$ cat src/hdl/tsc_pkg.sv
// ----------------------------------------------------------------------------
// tsc_pkg
// Shared types and constants of the C token span classifier: span classes,
// the result beat layout and the C keyword table.
// ----------------------------------------------------------------------------
package tsc_pkg;

  // Span classes
  localparam logic [2:0] ClsText    = 3'd0;
  localparam logic [2:0] ClsComment = 3'd1;
  localparam logic [2:0] ClsString  = 3'd2;
  localparam logic [2:0] ClsKeyword = 3'd3;
  localparam logic [2:0] ClsFunc    = 3'd4;
  localparam logic [2:0] ClsNumber  = 3'd5;
  localparam logic [2:0] ClsOp      = 3'd6;

  localparam int unsigned KwBytes  = 8;
  localparam int unsigned KwCount  = 29;
  localparam int unsigned FifoDepth = 4;

  typedef struct packed {
    logic [2:0] token_class;
    logic [7:0] span_length;
    logic       line_done;
  } tsc_result_t;

  // Keywords zero padded, first character in the low byte
  localparam logic [63:0] KwTable [KwCount] = '{
    64'h0000_0000_0000_6669, // if
    64'h0000_0000_6573_6c65, // else
    64'h0000_0000_0072_6f66, // for
    64'h0000_0065_6c69_6877, // while
    64'h0000_0000_0000_6f64, // do
    64'h0000_6863_7469_7773, // switch
    64'h0000_0000_6573_6163, // case
    64'h0000_6e72_7574_6572, // return
    64'h0000_006b_6165_7262, // break
    64'h6575_6e69_746e_6f63, // continue
    64'h0000_0000_6f74_6f67, // goto
    64'h0074_6c75_6166_6564, // default
    64'h0000_0000_0074_6e69, // int
    64'h0000_0000_7261_6863, // char
    64'h0000_0074_616f_6c66, // float
    64'h0000_656c_6275_6f64, // double
    64'h0000_0000_6469_6f76, // void
    64'h0000_0000_676e_6f6c, // long
    64'h0000_0074_726f_6873, // short
    64'h0000_7463_7572_7473, // struct
    64'h0000_0000_6d75_6e65, // enum
    64'h0000_006e_6f69_6e75, // union
    64'h0066_6564_6570_7974, // typedef
    64'h0000_666f_657a_6973, // sizeof
    64'h0000_0074_736e_6f63, // const
    64'h0000_6369_7461_7473, // static
    64'h0000_6e72_6574_7865, // extern
    64'h7265_7473_6967_6572, // register
    64'h656c_6974_616c_6f76  // volatile
  };

  function automatic logic kw_match(input logic [63:0] word);
    logic hit;
    hit = 1'b0;
    for (int k = 0; k < KwCount; k++) begin
      if (word == KwTable[k]) hit = 1'b1;
    end
    return hit;
  endfunction

endpackage

$ cat src/hdl/c_token_span_classifier.sv
// ----------------------------------------------------------------------------
// c_token_span_classifier
// Splits a C source line, one byte per beat plus an end-of-line beat, into
// classified spans (text, comment, string, keyword, function, number, op).
// ----------------------------------------------------------------------------
// Output: a span is written into the result queue on the beat that closes it;
//   a beat that closes a span and is an operator gives two spans.
// Throughput: one input beat per cycle; the output drains one span per cycle
//   unless stalled, out of a four-entry queue, and input stalls while fewer
//   than two slots are free.
// Reset: asynchronous, clears lexer state and empties the queue.
module c_token_span_classifier #(
  parameter int unsigned LINE_MAX = 255
) (
  input  logic       clk_i,
  input  logic       rst_ni,
  input  logic       in_valid_i,
  output logic       in_stall_o,
  input  logic [7:0] source_byte_i,
  input  logic       line_end_i,
  output logic       out_valid_o,
  input  logic       out_stall_i,
  output logic [2:0] token_class_o,
  output logic [7:0] span_length_o,
  output logic       line_done_o
);

  tsc_pkg::tsc_result_t res0, res1, head;
  logic [1:0] res_cnt;
  logic       step;
  logic       full;

  assign in_stall_o = full;
  assign step       = in_valid_i && !full;

  tsc_lexer #(
    .LINE_MAX(LINE_MAX)
  ) u_lexer (
    .clk_i         (clk_i),
    .rst_ni        (rst_ni),
    .step_i        (step),
    .source_byte_i (source_byte_i),
    .line_end_i    (line_end_i),
    .res0_o        (res0),
    .res1_o        (res1),
    .res_cnt_o     (res_cnt)
  );

  tsc_out_fifo u_out_fifo (
    .clk_i       (clk_i),
    .rst_ni      (rst_ni),
    .push_cnt_i  (step ? res_cnt : 2'd0),
    .push0_i     (res0),
    .push1_i     (res1),
    .full_o      (full),
    .out_valid_o (out_valid_o),
    .out_stall_i (out_stall_i),
    .head_o      (head)
  );

  assign token_class_o = head.token_class;
  assign span_length_o = head.span_length;
  assign line_done_o   = head.line_done;

endmodule

$ cat src/hdl/tsc_lexer.sv
// ----------------------------------------------------------------------------
// tsc_lexer
// Lexer state and single-pass step logic: one byte or end-of-line per beat,
// up to two classified spans out in the same cycle.
// ----------------------------------------------------------------------------
module tsc_lexer #(
  parameter int unsigned LINE_MAX = 255
) (
  input  logic                clk_i,
  input  logic                rst_ni,
  input  logic                step_i,
  input  logic [7:0]          source_byte_i,
  input  logic                line_end_i,
  output tsc_pkg::tsc_result_t res0_o,
  output tsc_pkg::tsc_result_t res1_o,
  output logic [1:0]          res_cnt_o
);

  localparam int unsigned RUN_W = $clog2(LINE_MAX + 1);
  localparam logic [RUN_W-1:0] RunMax = RUN_W'(LINE_MAX);
  localparam logic [RUN_W-1:0] RunKw  = RUN_W'(tsc_pkg::KwBytes);

  localparam logic [2:0] ModeIdle  = 3'd0;
  localparam logic [2:0] ModeText  = 3'd1;
  localparam logic [2:0] ModeWord  = 3'd2;
  localparam logic [2:0] ModeNum   = 3'd3;
  localparam logic [2:0] ModeStr   = 3'd4;
  localparam logic [2:0] ModeChr   = 3'd5;
  localparam logic [2:0] ModeSlash = 3'd6;
  localparam logic [2:0] ModeCmt   = 3'd7;

  localparam logic [7:0] ChSlash  = 8'h2f;
  localparam logic [7:0] ChDquote = 8'h22;
  localparam logic [7:0] ChSquote = 8'h27;
  localparam logic [7:0] ChBslash = 8'h5c;
  localparam logic [7:0] ChParen  = 8'h28;
  localparam logic [7:0] ChDot    = 8'h2e;
  localparam logic [7:0] ChUscore = 8'h5f;

  function automatic logic is_alpha(input logic [7:0] c);
    return (c >= 8'h61 && c <= 8'h7a) || (c >= 8'h41 && c <= 8'h5a);
  endfunction

  function automatic logic is_digit(input logic [7:0] c);
    return c >= 8'h30 && c <= 8'h39;
  endfunction

  function automatic logic is_op(input logic [7:0] c);
    return c == 8'h3d || c == 8'h2b || c == 8'h2d || c == 8'h2a || c == 8'h25 ||
           c == 8'h26 || c == 8'h7c || c == 8'h3c || c == 8'h3e || c == 8'h21;
  endfunction

  function automatic logic [7:0] sat8(input logic [RUN_W-1:0] r);
    logic [RUN_W+7:0] ext;
    ext = {8'd0, r};
    return (ext > (RUN_W + 8)'(255)) ? 8'hff : ext[7:0];
  endfunction

  logic [2:0]       mode_q, mode_d;
  logic [RUN_W-1:0] run_q, run_d;
  logic [63:0]      prefix_q, prefix_d;
  logic             esc_q, esc_d;

  logic [RUN_W-1:0] run_grow;
  logic             is_kw;
  logic [2:0]       st_mode;
  logic             st_op;
  logic             use_start;
  logic             close_v;
  tsc_pkg::tsc_result_t close_r, op_r;
  logic [7:0]       c;

  always_comb begin
    c        = source_byte_i;
    run_grow = (run_q == RunMax) ? run_q : run_q + 1'b1;
    is_kw    = (run_q <= RunKw) && tsc_pkg::kw_match(prefix_q);

    // what a fresh span opens with
    st_op = 1'b0;
    if (c == ChSlash)       st_mode = ModeSlash;
    else if (c == ChDquote) st_mode = ModeStr;
    else if (c == ChSquote) st_mode = ModeChr;
    else if (is_alpha(c))   st_mode = ModeWord;
    else if (is_digit(c))   st_mode = ModeNum;
    else if (is_op(c)) begin
      st_mode = ModeIdle;
      st_op   = 1'b1;
    end else                st_mode = ModeText;

    mode_d    = mode_q;
    run_d     = run_q;
    prefix_d  = prefix_q;
    esc_d     = esc_q;
    use_start = 1'b0;
    close_v   = 1'b0;
    close_r.token_class = tsc_pkg::ClsText;
    close_r.span_length = sat8(run_q);
    close_r.line_done   = 1'b0;

    if (line_end_i) begin
      close_v = 1'b1;
      close_r.line_done = 1'b1;
      unique case (mode_q) inside
        ModeText:          close_r.token_class = tsc_pkg::ClsText;
        ModeWord:          close_r.token_class = is_kw ? tsc_pkg::ClsKeyword
                                                       : tsc_pkg::ClsText;
        ModeNum:           close_r.token_class = tsc_pkg::ClsNumber;
        ModeStr, ModeChr:  close_r.token_class = tsc_pkg::ClsString;
        ModeSlash:         close_r.token_class = tsc_pkg::ClsOp;
        ModeCmt:           close_r.token_class = tsc_pkg::ClsComment;
        default: begin
          close_r.token_class = tsc_pkg::ClsText;
          close_r.span_length = 8'd0;
        end
      endcase
      mode_d   = ModeIdle;
      run_d    = '0;
      prefix_d = '0;
      esc_d    = 1'b0;
    end else begin
      unique case (mode_q) inside
        ModeText: begin
          if (!(c == ChSlash || c == ChDquote || c == ChSquote || is_alpha(c) ||
                is_digit(c) || is_op(c))) begin
            run_d = run_grow;
          end else begin
            close_v   = 1'b1;
            use_start = 1'b1;
          end
        end
        ModeWord: begin
          if (is_alpha(c) || is_digit(c) || c == ChUscore) begin
            if (run_q < RunKw) prefix_d[8*run_q[2:0] +: 8] = c;
            run_d = run_grow;
          end else begin
            close_v   = 1'b1;
            use_start = 1'b1;
            close_r.token_class = is_kw ? tsc_pkg::ClsKeyword :
                                  (c == ChParen) ? tsc_pkg::ClsFunc : tsc_pkg::ClsText;
          end
        end
        ModeNum: begin
          if (is_digit(c) || c == ChDot) begin
            run_d = run_grow;
          end else begin
            close_v   = 1'b1;
            use_start = 1'b1;
            close_r.token_class = tsc_pkg::ClsNumber;
          end
        end
        ModeStr, ModeChr: begin
          run_d = run_grow;
          if (esc_q) begin
            esc_d = 1'b0;
          end else if (c == ChBslash) begin
            esc_d = 1'b1;
          end else if (c == ((mode_q == ModeStr) ? ChDquote : ChSquote)) begin
            close_v = 1'b1;
            close_r.token_class = tsc_pkg::ClsString;
            close_r.span_length = sat8(run_grow);
            mode_d   = ModeIdle;
            run_d    = '0;
            prefix_d = '0;
            esc_d    = 1'b0;
          end
        end
        ModeSlash: begin
          if (c == ChSlash) begin
            mode_d = ModeCmt;
            run_d  = run_grow;
          end else begin
            close_v   = 1'b1;
            use_start = 1'b1;
            close_r.token_class = tsc_pkg::ClsOp;
          end
        end
        ModeCmt: run_d = run_grow;
        default: use_start = 1'b1;
      endcase
    end

    if (use_start) begin
      mode_d   = st_mode;
      run_d    = st_op ? '0 : RUN_W'(1);
      prefix_d = is_alpha(c) ? {56'd0, c} : 64'd0;
      esc_d    = 1'b0;
    end

    op_r.token_class = tsc_pkg::ClsOp;
    op_r.span_length = 8'd1;
    op_r.line_done   = 1'b0;

    res0_o    = close_v ? close_r : op_r;
    res1_o    = op_r;
    res_cnt_o = {1'b0, close_v} + {1'b0, use_start & st_op};
  end

  always_ff @(posedge clk_i or negedge rst_ni) begin
    if (!rst_ni) begin
      mode_q   <= ModeIdle;
      run_q    <= '0;
      prefix_q <= '0;
      esc_q    <= 1'b0;
    end else if (step_i) begin
      mode_q   <= mode_d;
      run_q    <= run_d;
      prefix_q <= prefix_d;
      esc_q    <= esc_d;
    end
  end

  // end of line gives exactly one span, flagged as the last one
  a_line_end_single: assert property (@(posedge clk_i) disable iff (!rst_ni)
    step_i && line_end_i |-> res_cnt_o == 2'd1 && res0_o.line_done)
    else $error("line end did not give a single closing span");

  a_line_end_clears: assert property (@(posedge clk_i) disable iff (!rst_ni)
    step_i && line_end_i |=> mode_q == ModeIdle && run_q == '0 && !esc_q)
    else $error("lexer state not cleared after line end");

  a_idle_empty: assert property (@(posedge clk_i) disable iff (!rst_ni)
    mode_q == ModeIdle |-> run_q == '0 && prefix_q == 64'd0)
    else $error("idle lexer holds an open span");

endmodule

$ cat src/hdl/tsc_out_fifo.sv
// ----------------------------------------------------------------------------
// tsc_out_fifo
// Small result queue: takes up to two spans per cycle, hands out one beat per
// cycle when not stalled; back pressure while fewer than two slots are free.
// ----------------------------------------------------------------------------
module tsc_out_fifo (
  input  logic                clk_i,
  input  logic                rst_ni,
  input  logic [1:0]          push_cnt_i,
  input  tsc_pkg::tsc_result_t push0_i,
  input  tsc_pkg::tsc_result_t push1_i,
  output logic                full_o,
  output logic                out_valid_o,
  input  logic                out_stall_i,
  output tsc_pkg::tsc_result_t head_o
);

  localparam int unsigned PTR_W = $clog2(tsc_pkg::FifoDepth);
  localparam int unsigned CNT_W = $clog2(tsc_pkg::FifoDepth + 1);
  localparam logic [CNT_W-1:0] CntMax  = CNT_W'(tsc_pkg::FifoDepth);
  localparam logic [CNT_W-1:0] CntRoom = CNT_W'(tsc_pkg::FifoDepth - 2);

  tsc_pkg::tsc_result_t mem_q [tsc_pkg::FifoDepth];
  logic [PTR_W-1:0] rd_q, rd_d, wr_q, wr_d, wr_next;
  logic [CNT_W-1:0] cnt_q, cnt_d;
  logic             pop;

  assign pop         = out_valid_o && !out_stall_i;
  assign out_valid_o = cnt_q != '0;
  assign head_o      = mem_q[rd_q];
  assign full_o      = cnt_q > CntRoom;
  assign wr_next     = wr_q + 1'b1;

  always_comb begin
    rd_d  = pop ? rd_q + 1'b1 : rd_q;
    wr_d  = wr_q + PTR_W'(push_cnt_i);
    cnt_d = cnt_q + CNT_W'(push_cnt_i) - CNT_W'(pop);
  end

  always_ff @(posedge clk_i) begin
    if (push_cnt_i != 2'd0) mem_q[wr_q]    <= push0_i;
    if (push_cnt_i == 2'd2) mem_q[wr_next] <= push1_i;
  end

  always_ff @(posedge clk_i or negedge rst_ni) begin
    if (!rst_ni) begin
      rd_q  <= '0;
      wr_q  <= '0;
      cnt_q <= '0;
    end else begin
      rd_q  <= rd_d;
      wr_q  <= wr_d;
      cnt_q <= cnt_d;
    end
  end

  a_no_overflow: assert property (@(posedge clk_i) disable iff (!rst_ni)
    push_cnt_i != 2'd0 |-> ({1'b0, cnt_q} + (CNT_W + 1)'(push_cnt_i)) <= {1'b0, CntMax})
    else $error("result queue overflow");

  a_ptr_gap: assert property (@(posedge clk_i) disable iff (!rst_ni)
    cnt_q != CntMax |-> PTR_W'(wr_q - rd_q) == PTR_W'(cnt_q))
    else $error("queue pointers disagree with fill count");

endmodule
$ cat config.mk
export PLATFORM = sky130hd
export DESIGN_NAME = c_token_span_classifier
export DESIGN_NICKNAME = d
export VERILOG_FILES = /design/src/hdl/tsc_pkg.sv /design/src/hdl/c_token_span_classifier.sv /design/src/hdl/tsc_lexer.sv /design/src/hdl/tsc_out_fifo.sv
export SDC_FILE = /design/constraint.sdc
export NUM_CORES = 1
export LEC_CHECK = 0
export ABC_CLOCK_PERIOD_IN_PS = 3450
export BUFFER_PORTS_ARGS = -buffer_cell sky130_fd_sc_hd__buf_2
export CELL_PAD_IN_SITES_DETAIL_PLACEMENT = 1
export CELL_PAD_IN_SITES_GLOBAL_PLACEMENT = 1
export CORE_MARGIN = 2
export CORE_UTILIZATION = 40
export CTS_CLUSTER_SIZE = 8
export DETAILED_ROUTE_END_ITERATION = 10
export PLACE_DENSITY_LB_ADDON = 0.1
export SLEW_MARGIN = 20
export SYNTH_ARGS = -nofsm -noshare
export SYNTH_HDL_FRONTEND = slang
export SYNTH_SLANG_ARGS = --single-unit
export TNS_END_PERCENT = 5
$ cat constraint.sdc
create_clock -name clk_i -period 3.45 [get_ports clk_i]
set_input_delay 0.1725 -clock clk_i [delete_from_list [all_inputs] [get_ports clk_i]]
set_output_delay 0.1725 -clock clk_i [all_outputs]
set_load 0.1 [all_outputs]
==> results of run 1 <==
## logic make-up (layout without fill, tap and decap cells)
kind of cell	after synthesis	after routing	share of synthesized area, %
muxes	16	16	3.96
adders and majority gates	9	9	1.53
buffers and inverters	78	149	4.08
other	0	1	0
xor gates and xnor gates	8	8	0.895
DFF	131	131	38.8
and+or+nand+nor	489	489	33.9
AOI/OAI and AO/OA	194	194	16.8
## timing repair
item                                    CTS  global route
pin swaps                                 0             2
gates resized for setup                   2             4
hold buffers                              1             0
endpoints found under the setup margin    2            42
endpoints found under the hold margin    46             0
## cells in the mapped netlist, drive strengths merged, types with 5 or more instances
master / instances
nand4: 34
a32oi: 5
nor4bb: 20
o21ai: 44
a31oi: 7
nand3: 28
mux4: 12
nor2: 71
nand3b: 5
a21oi: 58
and3: 11
a21o: 5
or3: 6
inv: 24
a211oi: 8
and4b: 7
clkbuf: 39
nand4b: 6
and2: 12
o31ai: 12
nor2b: 20
ha: 8
dfrtp: 83
or2: 6
nand2b: 9
a22o: 26
nor4b: 8
nor3: 40
dfxtp: 48
nand2: 157
nor4: 36
buf: 15
## worst register-to-register path, cell delays in order, from the launching register on
cell      delay, ns
dfrtp_2        0.44
nand2b_4       0.15
buf_4          0.16
o211ai_1       0.15
a2111o_1       0.25
nor2_4         0.06
or3_4          0.37
nor2_4         0.11
inv_2          0.08
ha_4           0.30
nand2_2        0.06
ha_1           0.27
inv_1          0.06
ha_1           0.13
inv_1          0.05
fa_2           0.34
xor2_2         0.16
xnor2_1        0.17
## layer usage
metal  vias to the layer above  part of all wire (%)
met1                      3859                    40
met4                         2                   3.6
met5                         -                 0.041
met3                        65                   3.3
met2                       191                    53
li1                       3542                     -
## worst paths after layout
| path | start | to | slack [ns] | cells after the start |
|---|---|---|---|---|
| setup reg to reg | u_lexer.mode_q[1] | u_out_fifo.cnt_q[2] | 0.07 | 17 |
| setup / recovery | u_lexer.mode_q[1] | u_out_fifo.cnt_q[2] | 0.07 | 17 |
| hold reg to reg | u_out_fifo.mem_q[1][8] | u_out_fifo.mem_q[1][8] | 0.46 | 2 |
| hold / removal | out_stall_i | u_out_fifo.rd_q[1] | 0.06 | 4 |
| min in group asynchronous | rst_ni | u_lexer.prefix_q[32] | 0.39 | 2 |
| max in group asynchronous | rst_ni | u_lexer.mode_q[1] | 2.50 | 2 |
## stage by stage
stage	instances	setup TNS [ns]	utilization [%]	hold WS [ns]
after global routing	1261	-0.559	47.7	0.0817
final	1262	0	47.7	0.0596
after floorplan	925	-0.0123	-	-0.123
after global placement	1228	-0.184	44.5	0.401
after detailed placement	1228	-0.893	44.5	0.429
after CTS	1261	0	47.6	0.0497
## power groups by stage
stage / combinational [mW] / sequential [mW] / clock, mW
after CTS: 2.74 / 2.11 / 1.81
final: 2.76 / 2.11 / 1.77
after floorplan: 2.05 / 1.96 / 0
after global routing: 2.96 / 2.16 / 1.87
after detailed placement: 2.71 / 2.13 / 0
after global placement: 2.64 / 2.11 / 0
## flip-flops by register name (all words and copies together), names as in the netlist
signal	cells
u_lexer.esc_q	1
u_lexer.mode_q	3
u_lexer.prefix_q	64
u_lexer.run_q	8
u_out_fifo.cnt_q	3
u_out_fifo.mem_q	48
u_out_fifo.rd_q	2
u_out_fifo.wr_q	2
## cell type report
class / count / area [sq um]
clock inverter: 14 / 139
tap: 265 / 332
multi-input combinational: 716 / 4540
sequential: 131 / 3040
inverter: 24 / 90.1
antenna: 1 / 2.50
timing repair buffer: 93 / 642
clock buffer: 18 / 439
fill: 2322 / 10100
==> flow_summary.ini, run 1 <==
[pwr]
irDropWorstVdd_mv = 0.987
swShare_pct = 44.4
leakagePower_nw = 3.58
comb_power_share_pct = 41.5
switchingPower_mw = 2.95
power_frac_clock_pct = 26.7
p_int_mw = 3.69
p_seq_share_pct = 31.8
p_total_mw = 6.64
power_density_mw_per_mm2 = 720

[global_route]
use_met1_pct = 33.5
grtUsageMet3_pct = 3.87
grt_pass1_wl_um = 46000
top_usage_layer = met2
first_global_vias = 8121
antenna_found_initial = 2
use_met2_pct = 54.5
grt_start_max_net_pins = 84
grt_use_total_pct = 29.4
overflow = 0

[die]
die_w_um = 144
ioPinCount = 27
core_sq_mm = 0.0193
start_util_pct = 40.5
dieHeight_um = 144
die-area_sq_mm = 0.0207
rows = 51

[placed_design]
dp_slack_ns = -0.120
dpl.hpwl_um = 22400
portBuffers = 26
place_area_sq_mm = 0.00861
routabilityCongestion = 0.928

[cts]
root_buffer = clkbuf_16
cts_tree = built
h-tree-depth = 4
cts_buffer_depth = 2
clk_pin_slew_ns = 0.07
worst_skew_pair.late_latency_ns = 0.43
post_cts_buffers = 0
numCtsBuffers = 17
clock_sinks = 131

[setup_path]
cp_top_family = adder cells
crit_type = flop to flop
path_buf_inv = 4
critPathCaptureType = flop
crit_path_max_fanout = 6
critPathRequiredTime_ns = 3.79
slowest_stage = dfrtp_2
start_kind = flop
crit_arrival_ns = 3.72
path_cells = nand2b_4 > buf_4 > o211ai_1 > a2111o_1 > nor2_4 > or3_4 > nor2_4 > inv_2 > ha_4 > nand2_2 > ha_1 > inv_1 > ha_1 > inv_1 > fa_2 > xor2_2 > xnor2_1
crit_path_max_incr_delay_ns = 0.44

[synthesis]
post-synth-top-area-fraction_pct = 26.5
synth_area_leader_cell = dfrtp_1
yosysWarnings = 0
synth_area_leaders = dfrtp_1, dfxtp_1, nand2_1
synth_cells = 925
synth_area_sq_mm = 0.00783
synth_async_sr_flop_share_pct = 63.4
yosys.cell_types.count = 73
ys_ff_latch = 131
avgSynthCellArea_sq_um = 8.46
synth_edf_count = 0
synthFlopType = dfrtp_1
synth_nets = 947
seq_area_frac_synth_pct = 38.8

[job]
cap_violations = 0

[timing]
tightest_slew_ns = 0.881
hold_viol = 0
period_share_pct = 97.8
finalClockSkew_ns = 0.0119
period_minus_slack_ns = 3.38
slew_headroom_pct = 41.3
setup_viol = 0
fmax_ghz = 0.296
slew_viol_final = 0
setup_ws_ns = 0.0746
rsz0062_at_grt = yes

[detailed_routing]
viasPerCell = 6.07
first_pass_iters = 6
route.detailed.drc = 0
drt-total-wl_um = 29100
drt_iter0_drc = 410
drtAntennaViolNets = 0
avgRoutedWirePerCell_um = 23.0
vias = 7659

[final_layout]
areaGrowthSynthToFinish_pct = 17.8
layout_commonest_cell = nand2_1
final_nets = 1005
layout_common_cells = nand2_1, dfrtp_1, buf_4, nor2_1, a21oi_1
final_layout_size_suffix_gt1_share_pct = 18.4
finalInstanceArea_sq_mm = 0.00922

[min_path]
min-delay-path-class = primary input to flop

[outcome]
status = finished clean
Note: power is estimated with default switching activity, not from simulation.
==> run 2: changes to the inputs <==
--- a/config.mk
+++ b/config.mk
@@ -5,7 +5,7 @@
 export SDC_FILE = /design/constraint.sdc
 export NUM_CORES = 1
 export LEC_CHECK = 0
-export ABC_CLOCK_PERIOD_IN_PS = 3450
+export ABC_CLOCK_PERIOD_IN_PS = 3200
 export BUFFER_PORTS_ARGS = -buffer_cell sky130_fd_sc_hd__buf_2
 export CELL_PAD_IN_SITES_DETAIL_PLACEMENT = 1
 export CELL_PAD_IN_SITES_GLOBAL_PLACEMENT = 1
==> constraint.sdc (replaced) <==
create_clock -name clk_i -period 3.2 [get_ports clk_i]
set_input_delay 0.16 -clock clk_i [delete_from_list [all_inputs] [get_ports clk_i]]
set_output_delay 0.16 -clock clk_i [all_outputs]
set_load 0.1 [all_outputs]
==> run 2 against run 1 <==
  * Combinational power increased by 17%
  * Critical endpoint unchanged
  * Sequential cell count did not move
  * Worst hold slack improved by 0.035 ns
  * Sequential power grew 5%
  * The run now ends with negative setup slack left
  * Final cell count is 3.2% higher
  * Register-to-register slack lost 0.09 ns
  * Non-clock buffer count rose by 41
  * Final area is 4.3% higher
  * Critical path depth down 1
  * Power up 12%
  * Sequential share of layout area fell by 1.4 points
  * Clock skew is 0.0059 ns higher
==> flow_summary.ini, run 2 (synthesis results as in run 1) <==
[outcome]
status = finished, violations left
violations = negative setup slack

[cts]
clock_sinks = 131
cts_tree = built
root_buffer = clkbuf_16
cts_buffer_depth = 2
numCtsBuffers = 17
clk_pin_slew_ns = 0.07
h-tree-depth = 4
worst_skew_pair.late_latency_ns = 0.43

[final_layout]
final_layout_size_suffix_gt1_share_pct = 22.0
top_register = u_lexer.prefix_q
num_antenna_cells = 0
areaGrowthSynthToFinish_pct = 22.8
final_nets = 1046
final_util_pct = 49.7
layout_commonest_cell = nand2_1
finalInstanceArea_sq_mm = 0.00961
layout_common_cells = nand2_1, buf_4, dfrtp_1, nor2_1, a21oi_1
instances_no_fill = 1302
top_regs = u_lexer.prefix_q x64, u_out_fifo.mem_q x48, u_lexer.run_q x8
largest_reg_flops = 64

[pwr]
swShare_pct = 44.4
switchingPower_mw = 3.30
power_frac_clock_pct = 26.9
p_total_mw = 7.44
power_density_mw_per_mm2 = 774
p_seq_share_pct = 29.8
irDropWorstVdd_mv = 0.760
leakagePower_nw = 3.81
comb_power_share_pct = 43.3
p_int_mw = 4.13

[detailed_routing]
viasPerCell = 6.00
drt-total-wl_um = 30100
drt_iter0_drc = 423
first_pass_iters = 5
route.detailed.drc = 0
vias = 7817
drtAntennaViolNets = 0
avgRoutedWirePerCell_um = 23.1

[die]
core_sq_mm = 0.0193
ioPinCount = 27
dieHeight_um = 144
rows = 51
die_w_um = 144
die-area_sq_mm = 0.0207
start_util_pct = 40.5

[timing]
tightest_slew_ns = 0.983
slew_headroom_pct = 34.5
setup_viol = 1
finalClockSkew_ns = 0.0178
rsz0062_at_grt = yes
period_minus_slack_ns = 3.22
slew_viol_final = 0
setup_ws_ns = -0.0159
hold_viol = 0
fmax_ghz = 0.311
period_share_pct = 100

[setup_path]
start_kind = flop
crit_type = flop to flop
crit_path_max_fanout = 4
critPathCaptureType = flop
critPathRequiredTime_ns = 3.51
path_cells = nand2b_4 > or4_1 > a2111o_1 > nor2_4 > or3_4 > nor2_4 > inv_2 > ha_4 > nand2_4 > ha_4 > inv_2 > ha_4 > inv_2 > fa_2 > xor2_2 > xnor2_1
crit_arrival_ns = 3.53
crit_path_max_incr_delay_ns = 0.48
slowest_stage = a2111o_1

[job]
cap_violations = 0

[min_path]
min-delay-path-class = primary input to flop

[placed_design]
dpl.hpwl_um = 23000
portBuffers = 26
dp_slack_ns = -0.0599
routabilityCongestion = 0.970
place_area_sq_mm = 0.00894
dp_cells = 1267

[global_route]
overflow = 0
grt_pass1_wl_um = 47200
first_global_vias = 8286
grt_start_max_net_pins = 76
grt_use_total_pct = 30.1
antenna_found_initial = 0
[run 2: cell types whose count changed in the layout (fill, tap and decap cells not counted), sizes merged]
cell    previous run  this run
diode              1         0
inv               32        33
buf               92       133
clkbuf            18        17
[run 2: cell type report]
| class | instances | area, sq um |
|---|---|---|
| fill | 2263 | 9720 |
| multi-input combinational | 716 | 4590 |
| sequential | 131 | 3040 |
| timing repair buffer | 134 | 958 |
| clock buffer | 17 | 425 |
| tap | 265 | 332 |
| clock inverter | 15 | 183 |
| inverter | 24 | 90.1 |
[run 2: routing by layer]
layer	track usage [%]	wire (um)	up-vias
met1	35.3	12500	3938
li1	-	-	3629
met4	15.5	1430	0
met3	3.20	781	75
met2	54.3	15400	175
met5	0	0	-
[run 2: metrics by stage]
stage / hold slack, ns / TNS [ns]
6_report: 0.0944 / -0.0159
5_1_grt: 0.0919 / -1.26
4_1_cts: 0.0747 / 0
3_5_place_dp: 0.379 / -0.0599
3_3_place_gp: 0.356 / 0
2_1_floorplan: -0.136 / -2.79
[run 2: power by group through the flow]
| stage | clock (mW) | combinational, mW | sequential [mW] |
|---|---|---|---|
| 2_1_floorplan | 0 | 2.24 | 2.12 |
| 3_3_place_gp | 0 | 3.10 | 2.21 |
| 3_5_place_dp | 0 | 3.19 | 2.24 |
| 4_1_cts | 2.04 | 3.20 | 2.21 |
| 5_1_grt | 2.09 | 3.48 | 2.26 |
| 6_report | 2.00 | 3.22 | 2.22 |
[run 2: path summary, 6_finish.rpt]
path	startpoint	end	slack, ns	depth (start not counted)
max in group asynchronous	rst_ni	u_lexer.prefix_q[36]	2.05	3
min in group asynchronous	rst_ni	u_lexer.prefix_q[23]	0.45	2
hold / removal	out_stall_i	u_out_fifo.rd_q[0]	0.09	3
setup reg to reg	u_lexer.mode_q[1]	u_out_fifo.cnt_q[2]	-0.02	16
setup / recovery	u_lexer.mode_q[1]	u_out_fifo.cnt_q[2]	-0.02	16
hold reg to reg	u_out_fifo.mem_q[3][4]	u_out_fifo.mem_q[3][4]	0.46	2
[run 2: worst max-delay path: cells and delay by family (launching register included)]
| family | cells | cell delay, ns |
|---|---|---|
| xor gates and xnor gates | 2 | 0.29 |
| buffers and inverters | 3 | 0.17 |
| AOI/OAI and AO/OA | 1 | 0.48 |
| DFF | 1 | 0.42 |
| and+or+nand+nor | 6 | 0.89 |
| adders and majority gates | 4 | 0.86 |
[run 2: repair_timing]
item / CTS / global route
setup buffers: 0 / 2
hold buffers: 1 / 0
setup endpoints to repair: 1 / 42
pin swaps: 1 / 3
hold endpoints to repair: 74 / 0
resized for setup: 1 / 6
==> run 3: changes to the inputs <==
--- a/config.mk
+++ b/config.mk
@@ -10,7 +10,7 @@
 export CELL_PAD_IN_SITES_DETAIL_PLACEMENT = 1
 export CELL_PAD_IN_SITES_GLOBAL_PLACEMENT = 1
 export CORE_MARGIN = 2
-export CORE_UTILIZATION = 40
+export CORE_UTILIZATION = 48
 export CTS_CLUSTER_SIZE = 8
 export DETAILED_ROUTE_END_ITERATION = 10
 export PLACE_DENSITY_LB_ADDON = 0.1
==> run 3 against run 2 <==
  * The run still ends with negative setup slack left
  * Count of clock-buffer cells in the layout unchanged
  * Die area decreased by 16%
  * Critical path depth grew 1
  * Global-route usage up 12 points
  * Final cell count shrank 3.9%
  * Power up 12%
  * Register-to-register slack got worse by 0.24 ns
  * Worst hold slack improved by 0.044 ns
==> flow_summary.ini, run 3 (synthesis results as in run 1) <==
[timing]
period_share_pct = 108
slew_viol_final = 0
setup_viol = 47
hold_slack_ns = 0.138
rsz0062_at_grt = yes
period_minus_slack_ns = 3.46
slew_headroom_pct = 28.8
tightest_slew_ns = 1.07
finalClockSkew_ns = 0.0148
hold_viol = 0
fmax_ghz = 0.289
setup_ws_ns = -0.257

[setup_path]
path_buf_inv = 5
path_cells = buf_4 > buf_4 > buf_4 > nor2_2 > nand2_1 > a21o_1 > a31oi_1 > nor2b_4 > ha_4 > nand2_4 > ha_4 > inv_4 > ha_4 > inv_2 > fa_2 > xor2_2 > xnor2_1
crit_arrival_ns = 3.78
cp_top_family = adder cells
start_kind = flop
critPathCaptureType = flop
slowest_stage = dfrtp_2
crit_type = flop to flop
crit_path_max_fanout = 7
critPathRequiredTime_ns = 3.52
crit_path_max_incr_delay_ns = 0.41

[detailed_routing]
first_pass_iters = 7
drt-total-wl_um = 40000
vias = 9251
route.detailed.drc = 0
drt_iter0_drc = 1167
drtAntennaViolNets = 0
viasPerCell = 7.39
avgRoutedWirePerCell_um = 32.0

[cts]
numCtsBuffers = 17
cts_tree = built
root_buffer = clkbuf_16
clock_sinks = 131
worst_skew_pair.late_latency_ns = 0.44
cts_buffer_depth = 2
clk_pin_slew_ns = 0.08
h-tree-depth = 4

[global_route]
grt_pass1_wl_um = 56300
grt_start_max_net_pins = 64
antenna_found_initial = 2
grt_use_total_pct = 42.2
overflow = 0
first_global_vias = 9464

[final_layout]
areaGrowthSynthToFinish_pct = 24.5
layout_common_cells = nand2_1, buf_4, dfrtp_1, nor2_1, dfxtp_1
top_register = u_lexer.prefix_q
layout_commonest_cell = nand2_1
largest_reg_flops = 64
final_nets = 1043
top_regs = u_lexer.prefix_q x64, u_out_fifo.mem_q x48, u_lexer.run_q x8
final_layout_size_suffix_gt1_share_pct = 25.5
finalInstanceArea_sq_mm = 0.00975

[die]
die-area_sq_mm = 0.0173
start_util_pct = 49.3
core_sq_mm = 0.0159
ioPinCount = 27
die_w_um = 132
dieHeight_um = 132
rows = 46

[pwr]
power_density_mw_per_mm2 = 852
leakagePower_nw = 3.83
irDropWorstVdd_mv = 0.871

[placed_design]
place_area_sq_mm = 0.00879
dpl.hpwl_um = 23000
routabilityCongestion = 0.942
dp_slack_ns = -0.167
portBuffers = 26

[job]
cap_violations = 0

[outcome]
violations = negative setup slack
status = finished, violations left

[min_path]
min-delay-path-class = primary input to flop
## run 3: cell count changes in the layout (fill, tap and decap cells not counted), sizes merged
cell / before / now
diode: 0 / 1
bufinv: 0 / 1
clkinvlp: 1 / 0
clkinv: 5 / 4
buf: 133 / 130
inv: 33 / 34
## run 3: worst paths after layout
| kind | start | endpoint | slack (ns) | cells past startpoint |
|---|---|---|---|---|
| max in group asynchronous | rst_ni | u_lexer.prefix_q[60] | 1.96 | 3 |
| setup / recovery | u_lexer.mode_q[1] | u_out_fifo.cnt_q[2] | -0.26 | 17 |
| hold reg to reg | u_out_fifo.mem_q[0][6] | u_out_fifo.mem_q[0][6] | 0.48 | 2 |
| setup reg to reg | u_lexer.mode_q[1] | u_out_fifo.cnt_q[2] | -0.26 | 17 |
| min in group asynchronous | rst_ni | u_lexer.prefix_q[52] | 0.38 | 2 |
| hold / removal | source_byte_i[0] | u_lexer.prefix_q[0] | 0.14 | 3 |
## run 3: timing repair
action / CTS / global route
hold buffers: 1 / 0
setup endpoints to repair: 27 / 50
pin swaps: 7 / 21
buffers inserted: 8 / 3
gates resized for setup: 7 / 57
hold endpoints to repair: 62 / 0
## run 3: final cells by class
type,count,area [sq um]
multi-input cells,716,4750
flip-flops and latches,131,3040
inverters,24,92.6
repair buffers,131,985
well taps,216,270
clock buffers,17,425
clock inverters,15,185
diodes,1,2.50
fillers,1816,6140
## run 3: power breakdown
part / internal [mW] / switching (mW) / total (mW)
clock: 1.13 / 0.963 / 2.09
sequential: 1.93 / 0.511 / 2.44
combinational: 1.25 / 2.52 / 3.77
## run 3: worst reg2reg max path, stage by stage (launching register included)
cell and delay, ns:
dfrtp_2 0.41, buf_4 0.14, buf_4 0.14, buf_4 0.17
nor2_2 0.17, nand2_1 0.23, a21o_1 0.25, a31oi_1 0.23
nor2b_4 0.21, ha_4 0.23, nand2_4 0.07, ha_4 0.22
inv_4 0.05, ha_4 0.11, inv_2 0.05, fa_2 0.37
xor2_2 0.16, xnor2_1 0.13
## run 3: through the flow
stage	power (mW)	utilization (%)	setup TNS, ns	cells
2_1_floorplan	4.36	-	-2.79	925
3_3_place_gp	5.21	55.3	0	1206
3_5_place_dp	5.41	55.3	-0.274	1206
4_1_cts	7.70	59.8	-0.144	1247
5_1_grt	8.46	61.4	-8.49	1250
6_report	8.30	61.4	-3.95	1251
## run 3: metal layers
metal / GRT usage, % / part of all wire [%]
met5: 0 / 0
met4: 28.6 / 11
met1: 46.7 / 33
met2: 74.6 / 47
met3: 6.48 / 9.6
